### src/rtl/core/tbc_pkg.sv
`timescale 1ns / 1ps
package tbc_pkg;

	// Field widths.
	localparam int COORD_BITS = 24;
	localparam int FRAC_BITS  = 28;
	localparam int OUT_W      = 32;

	// Datapath widths that follow from the field widths.
	localparam int DIFF_W = COORD_BITS + 1;
	localparam int PROD_W = 2 * DIFF_W;
	localparam int DET_W  = PROD_W + 1;
	localparam int MAG_W  = 2 * COORD_BITS + 1;
	localparam int QW     = OUT_W + 2;
	localparam int QS_W   = QW + 2;
	localparam int STEPS  = MAG_W + FRAC_BITS;

	// Queue between the front and back halves.
	localparam int QDEPTH = 2;
	localparam int QPTR_W = $clog2(QDEPTH);
	localparam int QCNT_W = $clog2(QDEPTH + 1);

	// Clipping limits of the output format.
	localparam logic [QS_W-1:0] OUT_MAX_X = {{(QS_W-OUT_W+1){1'b0}}, {(OUT_W-1){1'b1}}};
	localparam logic [QS_W-1:0] OUT_MIN_X = {{(QS_W-OUT_W+1){1'b1}}, {(OUT_W-1){1'b0}}};
	localparam logic [OUT_W-1:0] OUT_MAX_V = {1'b0, {(OUT_W-1){1'b1}}};
	localparam logic [OUT_W-1:0] OUT_MIN_V = {1'b1, {(OUT_W-1){1'b0}}};
	localparam logic [OUT_W-1:0] ONE_Q = OUT_W'(1) << FRAC_BITS;

	// One word handed from the front to the back: magnitudes and signs
	// after the determinant sign has been folded into the numerators.
	typedef struct packed {
		logic             degen;
		logic [MAG_W-1:0] d_mag;
		logic [2:0]       neg;
		logic [MAG_W-1:0] n1_mag;
		logic [MAG_W-1:0] n2_mag;
		logic [MAG_W-1:0] n3_mag;
	} tbc_job_t;

	// Side data that travels next to the divider lanes.
	typedef struct packed {
		logic             degen;
		logic [MAG_W-1:0] d_mag;
		logic [2:0]       neg;
	} tbc_side_t;

	// One step of restoring division.
	typedef struct packed {
		logic [MAG_W-1:0] rem;
		logic [QW-1:0]    q;
		logic             big;
	} tbc_dstep_t;

	typedef struct packed {
		logic             sat;
		logic [OUT_W-1:0] val;
	} tbc_sat_t;

	typedef struct packed {
		logic [OUT_W-1:0] first;
		logic [OUT_W-1:0] second;
		logic [OUT_W-1:0] third;
		logic             degenerate;
		logic             saturated;
	} tbc_res_t;

	// Shift one dividend bit into the remainder and try a subtract.
	// Quotient bits that leave the top of the register set the big flag.
	function automatic tbc_dstep_t tbc_div_step(input logic [MAG_W-1:0] rem,
		input logic [QW-1:0] q, input logic big, input logic bin,
		input logic [MAG_W-1:0] d);
		logic [MAG_W:0] sh;
		logic [MAG_W:0] diff;
		tbc_dstep_t     r;
		sh    = {rem, bin};
		diff  = sh - {1'b0, d};
		r.big = big | q[QW-1];
		if (sh >= {1'b0, d}) begin
			r.rem = diff[MAG_W-1:0];
			r.q   = {q[QW-2:0], 1'b1};
		end else begin
			r.rem = sh[MAG_W-1:0];
			r.q   = {q[QW-2:0], 1'b0};
		end
		return r;
	endfunction

	// Magnitude of a signed determinant-sized value.
	function automatic logic [MAG_W-1:0] tbc_abs(input logic [DET_W-1:0] v);
		logic [DET_W-1:0] a;
		a = v[DET_W-1] ? (~v + 1'b1) : v;
		return a[MAG_W-1:0];
	endfunction

	// Clip a weight to the output format.
	function automatic tbc_sat_t tbc_saturate(input logic [QS_W-1:0] v,
		input logic big, input logic neg);
		tbc_sat_t r;
		r.sat = 1'b0;
		r.val = v[OUT_W-1:0];
		if (big) begin
			r.sat = 1'b1;
			r.val = neg ? OUT_MIN_V : OUT_MAX_V;
		end else if ($signed(v) > $signed(OUT_MAX_X)) begin
			r.sat = 1'b1;
			r.val = OUT_MAX_V;
		end else if ($signed(v) < $signed(OUT_MIN_X)) begin
			r.sat = 1'b1;
			r.val = OUT_MIN_V;
		end
		return r;
	endfunction

endpackage

### src/rtl/core/tbc_fifo.sv
`timescale 1ns / 1ps
module tbc_fifo (
	input  logic               clk,
	input  logic               arst_n,
	input  logic               push_valid,
	output logic               push_ready,
	input  tbc_pkg::tbc_job_t  push_data,
	output logic               pop_valid,
	input  logic               pop_ready,
	output tbc_pkg::tbc_job_t  pop_data
);
	import tbc_pkg::*;

	tbc_job_t            mem_q [QDEPTH];
	logic [QPTR_W-1:0]   wr_ptr_q;
	logic [QPTR_W-1:0]   rd_ptr_q;
	logic [QCNT_W-1:0]   cnt_q;
	logic                push;
	logic                pop;

	// Handshake on both sides of the queue.
	assign push_ready = (cnt_q != QCNT_W'(QDEPTH));
	assign pop_valid  = (cnt_q != '0);
	assign pop_data   = mem_q[rd_ptr_q];
	assign push       = push_valid & push_ready;
	assign pop        = pop_valid & pop_ready;

	// Pointers and fill count.
	always_ff @(posedge clk or negedge arst_n) begin
		if (!arst_n) begin
			wr_ptr_q <= '0;
			rd_ptr_q <= '0;
			cnt_q    <= '0;
		end else begin
			if (push) begin
				wr_ptr_q <= (wr_ptr_q == QPTR_W'(QDEPTH - 1)) ? '0 : wr_ptr_q + 1'b1;
			end
			if (pop) begin
				rd_ptr_q <= (rd_ptr_q == QPTR_W'(QDEPTH - 1)) ? '0 : rd_ptr_q + 1'b1;
			end
			if (push && !pop) begin
				cnt_q <= cnt_q + 1'b1;
			end else if (pop && !push) begin
				cnt_q <= cnt_q - 1'b1;
			end
		end
	end

	// Storage.
	always_ff @(posedge clk) begin
		if (push) begin
			mem_q[wr_ptr_q] <= push_data;
		end
	end

endmodule

### config.mk
export PLATFORM = sky130hd
export DESIGN_NAME = tbc_fifo
export DESIGN_NICKNAME = d
export VERILOG_FILES = /design/src/rtl/core/tbc_pkg.sv /design/src/rtl/core/tbc_fifo.sv
export SDC_FILE = /design/constraint.sdc
export NUM_CORES = 1
export LEC_CHECK = 0
export BUFFER_PORTS_ARGS = -buffer_cell sky130_fd_sc_hd__buf_2
export CORE_UTILIZATION = 45
export CTS_BUF_LIST = sky130_fd_sc_hd__clkbuf_4 sky130_fd_sc_hd__clkbuf_8
export DETAILED_ROUTE_END_ITERATION = 6
export PLACE_DENSITY = 0.73
export SLEW_MARGIN = 10
export SYNTH_ARGS = -nofsm -noshare
export SYNTH_HDL_FRONTEND = slang
export SYNTH_SLANG_ARGS = --single-unit
### constraint.sdc
create_clock -name clk -period 22.3 [get_ports clk]
set_clock_uncertainty 0.1 [all_clocks]
set_input_delay 4.46 -clock clk [delete_from_list [all_inputs] [get_ports clk]]
set_output_delay 4.46 -clock clk [all_outputs]
set_load 0.01 [all_outputs]
; ---- After elaboration in Yosys (flattened, before gate mapping)
; Memory sizes are Yosys's and may differ from the RTL's.
; Index checks and enable logic that the tools add are counted.
[op_classes]
n_lt_le_gt_ge = 0
multipliers = 0
bitwise_logic = 2
shifts = 0
addsub = 4
div = 0
mux = 6
reduce_logical = 6
eq_ne = 1
[ops]
columns = cell, n
row1 = 1-bit 2-to-1 mux, 4
row2 = 2-bit 2-to-1 mux, 2
row3 = 2-bit nonzero test, 2
row4 = 1-bit adder (second input constant), 2
row5 = 2-bit by 1-bit adder with 2-bit output (second input constant), 1
row6 = 1-bit bitwise AND, 2
row7 = 1-bit logical AND, 2
row8 = 1-bit zero test, 2
row9 = 2-bit != test (second input constant), 1
row10 = 2-bit by 1-bit subtractor with 2-bit output (second input constant), 1
[totals]
ramBits = 400
ff_bits = 4
rom_bits = 0
output_inout_bits = 202
n_memories = 1
latch_bits = 0
[memory_table]
columns = name, words, word_bits, rd, rd_clocked_by_memory_dff, write_ports, line
row1 = mem_q, 2, 200, 1, 0, 1, tbc_fifo.sv:14  ; tbc_job_t mem_q [QDEPTH];

; ---- Longest topological paths before layout
[depth]
depth_word = 6
mapped_depth = 7

; ---- Least setup slack after synthesis
; Ideal clock, no wire load.
[synth_timing]
path_kind = in2reg
startpoint = input port push_valid
endpoint = memory mem_q[0][0] (netlist name), enable pin
t_required_ns = 21.437
cell_stages = 2
path_buffers = 0
setup_time_ns = 0.763
t_arrival_ns = 12.843
path_slack_ns = 8.594
path_cell_list = nand2_1 nor2_1
[synth_between]
elab_chain_cells = 3
[synth_lines]
columns = item, line
row1 = "start, declared", tbc_fifo.sv:5  ; input logic push_valid,
row2 = 1-bit bitwise AND, tbc_fifo.sv:25  ; assign push = push_valid & push_ready;
row3 = 1-bit 2-to-1 mux, tbc_fifo.sv:51  ; if (push) begin
row4 = 1-bit 2-to-1 mux (not written as such), tbc_fifo.sv:52  ; mem_q[wr_ptr_q] <= push_data;
row5 = "end, declared", tbc_fifo.sv:14
; No other way between the ends.

==> results.json <==
{
  "status": "finished, final reports clean",
  "core_sq_um": 31900,
  "first_global_vias": 8303,
  "vias_per_cell": 4.83,
  "first_pass_iters": 4,
  "endpoint_kind": "output pin",
  "finalCritPeriodShare": 0.346,
  "cp.required_ns": 17.74,
  "rsz0062_at_grt": "no",
  "area_growth_pct": 25.3,
  "pre_cts_ws_ns": 14.95,
  "syn_area_sq_um": 14700,
  "cap_violations": 0,
  "synth_edf_count": 400,
  "yosysTopAreaCellShare": 0.817,
  "synth.most_common_cell": "edfxtp_1",
  "yosysWarnings": 0,
  "clk_pin_slew_ns": 0.05,
  "synth_nets": 845,
  "antenna_left": 0,
  "fin_crit_ns": 7.72,
  "drv_slew": 0,
  "rows": 65,
  "routabilityCongestion": 0.754,
  "ys_types": 14,
  "seq_area_sq_um": 12100,
  "post_cts_buffers": 0,
  "hp-class": "reg2reg",
  "slowest_stage": "dfrtp_4",
  "routed_wl_microns": 29200,
  "synth_ff_type": "edfxtp_1",
  "ir_worst_vdd_mv": 0.111,
  "h-tree-depth": 3,
  "wl_per_cell_microns": 18.4,
  "die_y_microns": 183,
  "multi_input_area_sq_um": 2350,
  "synth_cells": 640,
  "cts_resized": 0,
  "nets": 1304,
  "synth.top_cells.by_area": "edfxtp_1 82%, mux2_2 15%, buf_6 1.6%, dfrtp_1 0.68%, xnor2_1 0.18%",
  "setup_viol": 0,
  "grt_usage": 0.172,
  "timing.fmax_mhz": 129,
  "numPortBuffers": 405,
  "fillerInstances": 2474,
  "grt_pass1_wl_microns": 43600,
  "drive_gt1_frac": 0.630,
  "path_class": "reg2out",
  "ys_seq_area_frac": 0.824,
  "overflow": 0,
  "grt_max_degree": 76,
  "start_util": 0.461,
  "crit_path_max_fanout": 75,
  "dieWidth_microns": 183,
  "design.die.area_sq_um": 33400,
  "slowest_delay_ns": 1.04,
  "clock-sinks": 404,
  "layout_setup_ws_ns": 14.58,
  "num_vias": 7656,
  "relSlewSlack": 0.311,
  "worstSkewPairLatency_ns": 0.57,
  "tightest_slew_ns": 1.03,
  "drtIter0Drc": 311,
  "io_pins": 406,
  "antenna_found_initial": 5,
  "ys_ff_latch": 404,
  "clockBufferDepth": 3,
  "drc_errors": 0,
  "finalHoldViolCount": 0,
  "powerDensity_nw_per_um2": 130,
  "avgSynthCellArea_sq_um": 23.0,
  "tns_ns": 0,
  "critPathLaunchType": "register",
  "cts_made_buffers": 66,
  "cts_tree": "done",
  "p_leak_nw": 6.92,
  "path_cells": "buf_4 > mux2_2 > buf_2",
  "root_buffer": "clkbuf_8",
  "cts_hold_buf": 0,
  "synthArstFlopShare": 0.00990,
  "yosys.area.top_type": "edfxtp_1",
  "dp_hpwl_microns": 18800,
  "hold_slack_ns": 0.397,
  "synth_commonest_cells": "400 x edfxtp_1, 200 x mux2_2, 21 x buf_6",
  "arrival_ns": 3.16
}
[cell families (layout without fill, tap and decap cells)]
group	count (synthesis)	in the layout	synth area share
and+or+nand+nor	7	7	0.00230
other	0	3	0
adders and majority gates	1	1	0.000851
buffers and inverters	23	529	0.0167
muxes	200	200	0.153
DFF	404	404	0.824
xor gates and xnor gates	5	5	0.00298
[power breakdown]
part	switching [mW]	internal [mW]	total, mW
clock network	0.279	0.348	0.627
registers	0.0582	1.04	1.10
logic	0.370	0.304	0.675
[critical path: cells and delay by family, from the launching register on]
kind / cells / cell delay, ns
muxes: 1 / 0.44
buffers and inverters: 2 / 1.00
DFF: 1 / 1.04
[registers in the layout, summed over array words and instances, names as in the netlist]
signal,count
mem_q,400
wr_ptr_q,1
cnt_q,2
rd_ptr_q,1
[final timing paths]
check | startpoint | cells past startpoint | endpoint | slack [ns]
min | cnt_q[1] | 1 | cnt_q[1] | 0.40
max | rd_ptr_q | 3 | pop_data[98] | 14.58
min reg2reg | cnt_q[1] | 1 | cnt_q[1] | 0.40
max in group asynchronous | arst_n | 1 | rd_ptr_q | 18.31
max reg2reg | cnt_q[0] | 5 | mem_q[0][161] | 18.88
min in group asynchronous | arst_n | 1 | wr_ptr_q | 3.59
[cell usage in the layout, fill, tap and decap left out]
master     Yosys  final
nor2_1         2      1
bufinv_16      0      1
nand2_1        2      2
xor2_1         2      2
clkinv_1       0     10
buf_2          1    405
clkbuf_8       0     69
dfrtp_4        0      1
buf_4          0      8
inv_8          0      2
clkinv_8       0      2
edfxtp_1     400    400
nand2b_1       1      1
dfrtp_1        4      3
inv_1          1      1
diode_2        0      3
and3_4         0      1
xnor2_1        3      3
clkinv_2       0      2
mux2_2       200    200
nor2_4         0      1
clkbuf_4       0     28
or2_2          1      1
ha_1           1      1
inv_6          0      1
[layout make-up]
cell class              instances  share of cell area
multi-input cells             213               0.128
repair buffers                413               0.113
inverters                       1            0.000204
clock inverters                18             0.00768
flip-flops and latches        404               0.658
clock buffers                  97              0.0630
well taps                     435              0.0296
diodes                          3            0.000408
[layer usage]
| layer | track usage | routed length, microns | vias up |
|---|---|---|---|
| li1 | - | - | 3490 |
| met1 | 0.188 | 10700 | 3767 |
| met2 | 0.300 | 14800 | 329 |
| met3 | 0.0616 | 2770 | 66 |
| met4 | 0.0797 | 884 | 4 |
| met5 | 0 | 24 | - |
[metrics by stage]
stage / power [mW] / cell area [sq um] / util / instances
CTS: 2.44 / 18400 / 0.577 / 1581
detailed placement: 1.80 / 17100 / 0.537 / 1466
global placement: 1.79 / 17100 / 0.537 / 1466
floorplan: 1.60 / 14700 / - / 640
finish: 2.40 / 18400 / 0.578 / 1584
global route: 2.52 / 18400 / 0.578 / 1584
No activity file was read; power rests on OpenSTA's default activity.
